**config.mk**
```make
export PLATFORM = sky130hd
export DESIGN_NAME = period_break_cluster_finder
export DESIGN_NICKNAME = d
export VERILOG_FILES = /design/src/hdl/pbcf_pkg.sv /design/src/hdl/pbcf_cell.sv /design/src/hdl/pbcf_merge.sv /design/src/hdl/pbcf_outq.sv /design/src/hdl/period_break_cluster_finder.sv
export SDC_FILE = /design/constraint.sdc
export NUM_CORES = 1
export LEC_CHECK = 0
export ABC_AREA = 1
export BUFFER_PORTS_ARGS = -buffer_cell sky130_fd_sc_hd__buf_2
export CAP_MARGIN = 20
export CORE_MARGIN = 3
export CORE_UTILIZATION = 45
export CTS_CLUSTER_SIZE = 30
export DETAILED_ROUTE_END_ITERATION = 16
export PLACE_DENSITY = 0.64
export SLEW_MARGIN = 20
export SYNTH_ARGS = -nofsm -noshare
export SYNTH_HDL_FRONTEND = slang
export SYNTH_SLANG_ARGS = --single-unit
export TNS_END_PERCENT = 100
```
**constraint.sdc**
```tcl
create_clock -name clk -period 8.16 [get_ports clk]
set_input_delay 0.816 -clock clk [delete_from_list [all_inputs] [get_ports clk]]
set_output_delay 0.816 -clock clk [all_outputs]
set_load 0.01 [all_outputs]
```
**src/hdl/pbcf_pkg.sv**
```systemverilog
// ----------------------------------------------------------------------------
// pbcf_pkg: shared types and constants of the period break cluster finder
// Result item layout, configuration register codes and fixed field widths.
// ----------------------------------------------------------------------------
package pbcf_pkg;

  localparam int POS_OUT_W = 12;   // width of every position field of a result
  localparam int ROW_W     = 13;   // width of the row_width register
  localparam int GAP_W     = 8;    // width of the merge_gap register
  localparam int CFG_IDX_W = 2;
  localparam int CFG_DATA_W = 13;

  localparam logic [CFG_IDX_W-1:0] CFG_ROW_WIDTH = 2'd0;
  localparam logic [CFG_IDX_W-1:0] CFG_MERGE_GAP = 2'd1;

  localparam logic [ROW_W-1:0] ROW_WIDTH_RST = 13'd4096;
  localparam logic [GAP_W-1:0] MERGE_GAP_RST = 8'd28;

  typedef struct packed {
    logic [POS_OUT_W-1:0] start;
    logic [POS_OUT_W-1:0] stop;
    logic [POS_OUT_W-1:0] center;
    logic                 done;
  } cluster_t;

  // Up to two results per item: a cluster closed by a long gap, then the
  // final cluster of the row.
  typedef struct packed {
    logic     v0;
    cluster_t c0;
    logic     v1;
    cluster_t c1;
  } cluster_pair_t;

endpackage

```
**src/hdl/pbcf_cell.sv**
```systemverilog
// ----------------------------------------------------------------------------
// pbcf_cell: one stage of the cell delay line
// Holds one cell value and hands it to the next stage on every accepted item.
// ----------------------------------------------------------------------------
module pbcf_cell (
  input  logic clk,
  input  logic rst,
  input  logic shift,
  input  logic clear,
  input  logic d,
  output logic q
);

  always_ff @(posedge clk) begin
    if (rst || clear) begin
      q <= 1'b0;
    end else if (shift) begin
      q <= d;
    end
  end

endmodule

```
**src/hdl/pbcf_merge.sv**
```systemverilog
// ----------------------------------------------------------------------------
// pbcf_merge: break decision and cluster merging
// Decides the cell PERIOD places behind the input and builds clusters.
// ----------------------------------------------------------------------------
module pbcf_merge #(
  parameter int MAX_WIDTH = 4096,
  parameter int PERIOD    = 14
) (
  input  logic                            clk,
  input  logic                            rst,
  input  logic                            accept,
  input  logic                            center_bit,
  input  logic                            left_bit,
  input  logic                            right_bit,
  input  logic [pbcf_pkg::ROW_W-1:0]      row_width,
  input  logic [pbcf_pkg::GAP_W-1:0]      merge_gap,
  output pbcf_pkg::cluster_pair_t         results,
  output logic                            row_end
);

  localparam int PW = $clog2(MAX_WIDTH);
  localparam int WW = $clog2(MAX_WIDTH + 1);
  localparam int CW = (WW > pbcf_pkg::ROW_W) ? WW : pbcf_pkg::ROW_W;
  localparam int GW = pbcf_pkg::GAP_W + 1;

  logic [PW-1:0] pos, pos_next;
  logic [PW-1:0] open_start, open_start_next;
  logic [PW-1:0] last_break, last_break_next;
  logic          in_cluster, in_cluster_next;
  logic [GW-1:0] gap, gap_next;

  logic [CW-1:0] rw_ext;
  logic [CW-1:0] eff_width;
  logic [CW:0]   pos_x;
  logic          dec_valid;
  logic          brk;
  logic [PW-1:0] dec_pos;
  logic [GW-1:0] gap_inc;
  logic [PW-1:0] first_open;

  function automatic pbcf_pkg::cluster_t make_cluster(input logic [PW-1:0] s,
                                                      input logic [PW-1:0] e,
                                                      input logic done);
    pbcf_pkg::cluster_t r;
    logic [PW:0] sum;
    sum      = {1'b0, s} + {1'b0, e};
    r.start  = pbcf_pkg::POS_OUT_W'(s);
    r.stop   = pbcf_pkg::POS_OUT_W'(e);
    r.center = pbcf_pkg::POS_OUT_W'(sum >> 1);
    r.done   = done;
    return r;
  endfunction

  always_comb begin
    rw_ext = CW'(row_width);
    if (rw_ext == '0) begin
      eff_width = CW'(1);
    end else if (rw_ext > CW'(MAX_WIDTH)) begin
      eff_width = CW'(MAX_WIDTH);
    end else begin
      eff_width = rw_ext;
    end
  end

  always_comb begin
    pos_x     = (CW + 1)'(pos);
    dec_valid = pos_x >= (CW + 1)'(PERIOD);
    dec_pos   = pos - PW'(PERIOD);
    brk       = (pos_x < (CW + 1)'(2 * PERIOD)) || (pos_x >= {1'b0, eff_width})
              || (center_bit != left_bit) || (center_bit != right_bit);
    gap_inc   = gap + GW'(1);
    first_open = dec_valid ? dec_pos + PW'(1) : '0;

    pos_next        = pos;
    open_start_next = open_start;
    last_break_next = last_break;
    in_cluster_next = in_cluster;
    gap_next        = gap;
    results         = '0;
    row_end         = 1'b0;

    if (accept) begin
      if (dec_valid) begin
        if (brk) begin
          if (!in_cluster) begin
            open_start_next = dec_pos;
            in_cluster_next = 1'b1;
          end
          last_break_next = dec_pos;
          gap_next        = '0;
        end else if (in_cluster) begin
          gap_next = gap_inc;
          if (gap_inc > GW'(merge_gap)) begin
            results.v0      = 1'b1;
            results.c0      = make_cluster(open_start, last_break, 1'b0);
            in_cluster_next = 1'b0;
            gap_next        = '0;
          end
        end
      end

      if (pos_x + (CW + 1)'(1) >= {1'b0, eff_width}) begin
        // last cell of the row: emit the final cluster and start over
        results.v1 = 1'b1;
        results.c1 = make_cluster(in_cluster_next ? open_start_next : first_open,
                                  pos, 1'b1);
        row_end         = 1'b1;
        pos_next        = '0;
        open_start_next = '0;
        last_break_next = '0;
        in_cluster_next = 1'b0;
        gap_next        = '0;
      end else begin
        pos_next = pos + PW'(1);
      end
    end
  end

  always_ff @(posedge clk) begin
    if (rst) begin
      pos        <= '0;
      open_start <= '0;
      last_break <= '0;
      in_cluster <= 1'b0;
      gap        <= '0;
    end else begin
      pos        <= pos_next;
      open_start <= open_start_next;
      last_break <= last_break_next;
      in_cluster <= in_cluster_next;
      gap        <= gap_next;
    end
  end

  a_gap_idle: assert property (@(posedge clk) disable iff (rst)
    !in_cluster |-> gap == '0)
    else $error("gap count nonzero outside a cluster");

  a_row_restart: assert property (@(posedge clk) disable iff (rst)
    row_end |=> (pos == '0) && !in_cluster)
    else $error("row did not restart after its last cell");

endmodule

```
**src/hdl/pbcf_outq.sv**
```systemverilog
// ----------------------------------------------------------------------------
// pbcf_outq: result queue
// Four-entry queue that takes up to two results per cycle and sends one.
// ----------------------------------------------------------------------------
module pbcf_outq (
  input  logic                    clk,
  input  logic                    rst,
  input  pbcf_pkg::cluster_pair_t push,
  input  logic                    pop,
  output pbcf_pkg::cluster_t      head,
  output logic                    not_empty,
  output logic                    full_for_pair
);

  localparam int DEPTH = 4;
  localparam int AW    = $clog2(DEPTH);

  pbcf_pkg::cluster_t entries [DEPTH];
  logic [AW-1:0] rd_ptr, wr_ptr, wr_ptr_next, wr_ptr_1;
  logic [AW:0]   count, count_next;

  always_comb begin
    wr_ptr_1    = wr_ptr + AW'(push.v0);
    wr_ptr_next = wr_ptr_1 + AW'(push.v1);
    count_next  = count + (AW + 1)'(push.v0) + (AW + 1)'(push.v1) - (AW + 1)'(pop);
  end

  always_ff @(posedge clk) begin
    if (push.v0) begin
      entries[wr_ptr] <= push.c0;
    end
    if (push.v1) begin
      entries[wr_ptr_1] <= push.c1;
    end
  end

  always_ff @(posedge clk) begin
    if (rst) begin
      rd_ptr <= '0;
      wr_ptr <= '0;
      count  <= '0;
    end else begin
      wr_ptr <= wr_ptr_next;
      count  <= count_next;
      if (pop) begin
        rd_ptr <= rd_ptr + AW'(1);
      end
    end
  end

  assign head          = entries[rd_ptr];
  assign not_empty     = count != '0;
  assign full_for_pair = count > (AW + 1)'(DEPTH - 2);

  a_no_overflow: assert property (@(posedge clk) disable iff (rst)
    count <= (AW + 1)'(DEPTH))
    else $error("result queue overflow");

  a_no_underflow: assert property (@(posedge clk) disable iff (rst)
    pop |-> not_empty)
    else $error("result queue popped while empty");

endmodule

```
**src/hdl/period_break_cluster_finder.sv**
```systemverilog
// ----------------------------------------------------------------------------
// period_break_cluster_finder: clusters of period breaks in a binary row
// Marks cells that differ from the cell PERIOD places away and merges them
// into clusters reported with start, end and center.
// ----------------------------------------------------------------------------
// Usage:
//   Input channel (in_valid / in_stall) carries one cell per item, row after
//   row; row_width cells make a row. Output channel (out_valid / out_stall)
//   carries one cluster per item; row_done marks the last cluster of a row.
//   Configuration: cfg_valid / cfg_ready write register cfg_index
//   (0 = row_width, 1 = merge_gap) with cfg_data; cfg_ready is always high.
// Throughput: one cell per cycle while in_stall is low. The break decision
//   runs PERIOD cells behind the input, taken from a chain of 2*PERIOD delay
//   cells; a cluster enters the result queue when its closing cell is accepted.
//   The row's last cell can close two clusters; the four-entry result queue
//   drains them one per cycle while out_stall is low, and raises in_stall
//   while fewer than two entries are free.
// Reset: rst clears the delay line, the row position, the cluster state and
//   the result queue, and loads row_width = 4096, merge_gap = 28.
// Stall: while out_stall is high the head result holds; the queue keeps
//   taking cells until it cannot absorb a full pair of results.
// ----------------------------------------------------------------------------
module period_break_cluster_finder #(
  parameter int MAX_WIDTH = 4096,
  parameter int PERIOD    = 14
) (
  input  logic                               clk,
  input  logic                               rst,
  input  logic                               in_valid,
  output logic                               in_stall,
  input  logic                               cell_req,
  output logic                               out_valid,
  input  logic                               out_stall,
  output logic [pbcf_pkg::POS_OUT_W-1:0]     span_start,
  output logic [pbcf_pkg::POS_OUT_W-1:0]     span_end,
  output logic [pbcf_pkg::POS_OUT_W-1:0]     cluster_center,
  output logic                               row_done,
  input  logic                               cfg_valid,
  output logic                               cfg_ready,
  input  logic [pbcf_pkg::CFG_IDX_W-1:0]     cfg_index,
  input  logic [pbcf_pkg::CFG_DATA_W-1:0]    cfg_data
);

  localparam int TAPS = 2 * PERIOD;

  logic [pbcf_pkg::ROW_W-1:0] row_width;
  logic [pbcf_pkg::GAP_W-1:0] merge_gap;

  logic                    accept;
  logic                    row_end;
  logic [TAPS-1:0]         taps;
  pbcf_pkg::cluster_pair_t results;
  pbcf_pkg::cluster_t      head;
  logic                    full_for_pair;

  assign cfg_ready = 1'b1;
  assign accept    = in_valid && !in_stall;
  assign in_stall  = full_for_pair;

  // Configuration registers; writes to unknown indexes are dropped.
  always_ff @(posedge clk) begin
    if (rst) begin
      row_width <= pbcf_pkg::ROW_WIDTH_RST;
      merge_gap <= pbcf_pkg::MERGE_GAP_RST;
    end else if (cfg_valid && cfg_ready) begin
      unique case (cfg_index)
        pbcf_pkg::CFG_ROW_WIDTH: row_width <= cfg_data;
        pbcf_pkg::CFG_MERGE_GAP: merge_gap <= cfg_data[pbcf_pkg::GAP_W-1:0];
        default: ;
      endcase
    end
  end

  // Delay line: cell i holds the value seen i+1 items ago. Advance on each
  // accepted cell, clear at the end of a row.
  genvar gi;
  generate
    for (gi = 0; gi < TAPS; gi++) begin : g_cell
      pbcf_cell u_cell (
        .clk   (clk),
        .rst   (rst),
        .shift (accept),
        .clear (row_end),
        .d     ((gi == 0) ? cell_req : taps[(gi == 0) ? 0 : gi - 1]),
        .q     (taps[gi])
      );
    end
  endgenerate

  // The decided cell sits PERIOD places behind the new one; its left
  // neighbor at distance PERIOD is the oldest tap, its right one the input.
  pbcf_merge #(
    .MAX_WIDTH (MAX_WIDTH),
    .PERIOD    (PERIOD)
  ) u_merge (
    .clk        (clk),
    .rst        (rst),
    .accept     (accept),
    .center_bit (taps[PERIOD-1]),
    .left_bit   (taps[TAPS-1]),
    .right_bit  (cell_req),
    .row_width  (row_width),
    .merge_gap  (merge_gap),
    .results    (results),
    .row_end    (row_end)
  );

  pbcf_outq u_outq (
    .clk           (clk),
    .rst           (rst),
    .push          (results),
    .pop           (out_valid && !out_stall),
    .head          (head),
    .not_empty     (out_valid),
    .full_for_pair (full_for_pair)
  );

  assign span_start     = head.start;
  assign span_end       = head.stop;
  assign cluster_center = head.center;
  assign row_done       = head.done;

  a_no_push_on_idle: assert property (@(posedge clk) disable iff (rst)
    !accept |-> !results.v0 && !results.v1)
    else $error("result produced without an accepted cell");

  a_clear_on_end: assert property (@(posedge clk) disable iff (rst)
    row_end |=> taps == '0)
    else $error("delay line not cleared at row end");

endmodule

```
; ---- Word level (Yosys, flattened, before mapping)
; Memory sizes are Yosys's and may differ from the RTL's. A register that Yosys moved wholly into a read port is not among the register bits.
; Cells that the tools add are included.
; W data, S select, Z words.
[totals]
register_bits = 102
mem_bits_rw = 148
in_bits = 21
output_inout_bits = 40
wordCells = 118
n_memories = 1
[classes]
addsub = 13
order_cmp = 7
eq_ne = 3
n_mux = 38
n_reduce_logical = 18
[memory_table]
columns = name, depth, width, read_ports, rd_ports_with_merged_regs, write_ports, line
row1 = u_outq.entries, 4, 37, 1, 1, 2, pbcf_outq.sv:18  ; pbcf_pkg::cluster_t entries [DEPTH];
[op_table]
columns = cell, n
row1 = $mux W38, 5
row2 = $mux W12, 11
row3 = $mux W76, 1
row4 = $mux W9, 5
row5 = $add A12 B12 Y13, 2
row6 = $mux W13, 2
row7 = $add A12 B1 Y12 const B, 2
row8 = $ge A14 B13 Y1, 1
row9 = $add A12 B1 Y13 const B, 1
row10 = $ge A12 B13 Y1, 1
row11 = $gt A13 B13 Y1 const B, 1
row12 = $logic_not A13 Y1, 1
row13 = $ge A12 B4 Y1 const B, 1
row14 = $lt A12 B5 Y1 const B, 1
row15 = $mux W1, 12
row16 = $sub A12 B4 Y12 const B, 1
row17 = $add A9 B1 Y9 const B, 1
row18 = $gt A9 B8 Y1, 1
row19 = $add A3 B1 Y3, 2
row20 = $reduce_and A3 Y1, 2
row21 = $reduce_bool A3 Y1, 2
row22 = $add A2 B1 Y2, 2
row23 = $logic_or A1 B1 Y1, 4
row24 = $mux W2, 2
row25 = 10 further kinds, 15

; ---- Depth between registers and ports, before layout
[logic_depth]
ltp_word = 17
ltp_mapped = 33
depth_no_buf = 32

; ---- By module
; A second synthesis with hierarchy kept.
[hier_totals]
cells_unflattened = 2178
hier_area_um2 = 15895.2
[modules_own_cells]
columns = module, n_inst, cells_each, area_each_um2, seq_area_each_um2
row1 = pbcf_outq, 1, 988, 8425.6, 4624.4
row2 = pbcf_merge, 1, 857, 5241.3, 920.9
row3 = pbcf_cell, 28, 7, 45.0, 20.0
row4 = period_break_cluster_finder, 1, 137, 967.2, 420.4

; ---- Worst setup path before layout
; OpenSTA, ideal clock, no wires.
[synth_path]
path_type = reg-to-reg
from = reg row_width[8] (netlist bit)
to = mem u_outq.entries[3][0] (netlist bit), enable pin
setup_time_ns = 0.483
arrival_time_ns = 5.064
setup_slack_ns = 2.614
path_stages_with_launch = 20
path_buffers = 1
path_cell_list = dfxtp_1 nor4_1 nand3_1 nand2_1 nand2_1 ha_1 nand2_1 inv_1 a21oi_1 nand2_1 nor2_1 nand2_1 nand2_1 nand2_2 inv_2 nand4_4 inv_2 buf_4 nand2_1 o21ai_0
[synth_rtl]
columns = item, line
row1 = "start, declared", period_break_cluster_finder.sv:46  ; logic [pbcf_pkg::ROW_W-1:0] row_width;
row2 = "start signal, assigned", period_break_cluster_finder.sv:63  ; row_width <= pbcf_pkg::ROW_WIDTH_RST;
row3 = "start signal, assigned", period_break_cluster_finder.sv:67  ; pbcf_pkg::CFG_ROW_WIDTH: row_width <= cfg_data;
row4 = "end, declared", pbcf_outq.sv:18

==> qor.csv <==
stage,metric,value,unit
placed_design,Post-DP Area,14800,um^2
synthesis,Synth async-reset ratio,0,%
synthesis,Netlist cell types,54,
worst_setup_path,CP Class,flip-flop to flip-flop,
job,number of max-cap violations,0,
synthesis,sequential-to-total area share from yosys stat,45.8,%
status,status,"complete, no violations",
synthesis,Area contributors post-synth,"edfxtp_1, dfxtp_1, nand2_1",
synthesis,ys flop type,edfxtp_1,
worst_setup_path,Buf/Inv on CP,8,
detailed_routing,wire per inst,17.8,um
placed_design,Buffers on Ports,59,
detailed_routing,total number of vias,12200,
timing,Setup TNS,0,ps
timing,minimum clock period,5590,ps
clocking,"Clk Latency, worst-skew pair",560,ps
timing,Final period util,68.5,%
clocking,Clk Tree Root Cell,clkbuf_16,
worst_setup_path,crit path capture type,flip-flop,
clocking,CTS tree,yes,
placed_design,dpl hpwl,26700,um
timing,number of hold violations in the final report,0,
clocking,postcts setup bufs,0,
synthesis,Yosys top cell by area,edfxtp_1,
synthesis,Synth Warn #,0,
worst_setup_path,CP Launch Type,flip-flop,
placed_design,Inst Count DP,2141,
timing,relative slew slack,33.9,%
clocking,clock slew at reported path FFs,60,ps
worst_setup_path,"delay-heaviest family, CP",simple AND/OR/NAND/NOR gates,
clocking,H-Tree Depth,1,
cells_and_area,Nets,1865,
cells_and_area,fin area,15800,um^2
timing,Tightest Pin Transition,992,ps
clocking,clock buffer depth,3,
worst_setup_path,"most used cell, CP",nand2_1,
cells_and_area,layout cells sized above 1,11.4,%
cells_and_area,diodes inserted,0,
synthesis,most frequent cell after synthesis,nand2_1,
timing,FMAX,0.179,GHz
floorplan,die area,33900,um^2
global_routing,total track usage,23.0,%
global_routing,vias in the first global route,11700,
worst_setup_path,slowest cell on the critical path,buf_4,
synthesis,"FF+latch count, synth",252,
power,Max IR drop VDD,0.000180,V
floorplan,initial core utilization,46.1,%
cells_and_area,post-route insts no fill,2193,
cells_and_area,Layout area overhead,10.6,%
timing,unrepaired setup endpoints after global routing,false,
global_routing,first-pass GRT wire length,62200,um
floorplan,die height,184,um
timing,final slew viol count,0,
clocking,CTS buffer count,28,
worst_setup_path,crit-path max cell delay,510,ps
synthesis,Commonest cells post-synth,"nand2_1, o21ai_0, nor2_1, inv_1, edfxtp_1",
worst_setup_path,crit path DAT,5780,ps
global_routing,gr ovfl total,0,
hold_path,class of the worst hold path,flip-flop to flip-flop,
detailed_routing,residual DRC count,0,
detailed_routing,first drt pass iteration count,6,
synthesis,Post-synth EDFFs,148,
floorplan,Std-Cell Rows,64,
worst_setup_path,crit-path max FO,52,
clocking,CTS Sinks,252,
floorplan,Die W,184,um
timing,Final Setup Violations,0,
synthesis,average size of a mapped cell,8.12,um^2
power,Lkg Pwr,6.32,nW
synthesis,synthesized cell area,14300,um^2
detailed_routing,post-DR vias/cell,5.57,
worst_setup_path,Worst EP required,8350,ps
synthesis,Syn Inst Count,1757,
clocking,CTS Hold Buffers Added,0,
floorplan,CORE AREA,30900,um^2
power,PD cells,218,nW/um^2
detailed_routing,post-route ant nets,0,
synthesis,Yosys top cell area share,31.2,%
detailed_routing,total wire length,39100,um
global_routing,initial antenna violation count,0,
placed_design,routability congestion estimate,0.958,
global_routing,largest net degree at the start of global routing,55,
timing,clk_skew,22.9,ps
clocking,post_cts resized,0,
detailed_routing,Iteration-0 DRC Markers,925,
synthesis,synthesized net count,1847,
floorplan,Ports,61,
-- path summary, 6_finish.rpt --
check	from	to	slack, ps	cells after the start
hold reg to reg	g_cell[3].u_cell.q$_SDFFE_PP0P_	g_cell[4].u_cell.q$_SDFFE_PP0P_	460	2
setup reg to reg	row_width[4]$_SDFFE_PP0P_	u_outq.entries[1][16]$_DFFE_PP_	2570	26
setup / recovery	row_width[4]$_SDFFE_PP0P_	u_outq.entries[1][16]$_DFFE_PP_	2570	26
hold / removal	g_cell[3].u_cell.q$_SDFFE_PP0P_	g_cell[4].u_cell.q$_SDFFE_PP0P_	460	2
-- stage by stage --
stage | util [%] | total power [W] | hold slack [ps] | setup WS (ps)
after global placement | 48.0 | 0.00221 | 446 | 2740
final | 51.0 | 0.00344 | 458 | 2570
after global routing | 51.0 | 0.00362 | 482 | 2110
after CTS | 51.0 | 0.00348 | 461 | 2630
after floorplan | - | 0.00196 | 435 | 2610
after detailed placement | 48.0 | 0.00222 | 453 | 2630
-- worst register-to-register path: stages, from the launching register on --
cell and delay [ps]:
dfxtp_1 320, nor4_1 320, nand3_1 140, nand2_1 240, nand2_1 140, ha_1 300, nand2_1 110, inv_1 50
a21oi_1 150, nand2_1 70, nor2_1 80, nand2_1 70, nand2_1 70, nand2_2 130, inv_2 130, nand4_4 430
inv_2 450, ha_1 240, nand2_1 50, nand2_1 170, inv_1 100, nor3_2 170, buf_4 270, inv_1 70
buf_4 300, o21ai_4 110, buf_4 510
-- power by group --
| part | internal, W | switching [W] | total (W) |
|---|---|---|---|
| Sequential | 0.00141 | 0.0000529 | 0.00146 |
| Clock | 0.000740 | 0.000515 | 0.00125 |
| Combinational | 0.000237 | 0.000491 | 0.000727 |
| Total | 0.00238 | 0.00106 | 0.00344 |
-- registers in the layout (all words and copies together), names as in the netlist, named ones only --
signal / flops
u_merge.in_cluster: 1
u_merge.pos: 12
u_merge.last_break: 12
u_outq.rd_ptr: 2
u_merge.gap: 9
merge_gap: 8
u_outq.wr_ptr: 2
u_merge.open_start: 12
g_cell.u_cell.q: 28
u_outq.count: 3
u_outq.entries: 148
row_width: 13
-- cell usage in the layout (no fill, tap or decap), types with 7 or more instances in the layout --
master,instances
nand3_1,36
clkbuf_16,29
xor2_1,23
o21ai_0,220
buf_2,59
dfxtp_1,103
ha_1,65
o21ai_2,7
a211oi_1,38
inv_1,156
a21oi_1,86
nand2_1,341
o21ai_1,57
edfxtp_1,148
nor2_1,201
inv_2,17
o22ai_1,43
nand2_2,11
nor3_1,8
nand4_1,19
buf_4,20
nand3_2,7
-- layer usage --
metal	share of wire [%]	vias up	GRT usage [%]
li1	-	6017	-
met1	44	5731	30.6
met2	48	373	39.0
met3	5.5	87	3.40
met4	2.8	0	7.08
met5	0	-	0
-- kinds of logic (layout without fill, tap and decap cells) --
family	count (synthesis)	in the layout	synth area share, %
compound gates	478	478	18.4
xor+xnor	27	27	1.71
fa+ha+maj	69	69	6.26
buf+inv	264	304	7.40
flops	252	252	45.8
other cells	1	1	0.0263
simple gates	666	666	20.4
-- cell type report --
cell class / count / area [um^2]
clock buffers: 34 / 774
clock inverters: 18 / 159
fillers: 2929 / 15100
repair buffers: 79 / 445
well taps: 396 / 495
flip-flops and latches: 252 / 6530
inverters: 173 / 649
multi-input cells: 1241 / 6720
Power figures use the tool's default switching activity.
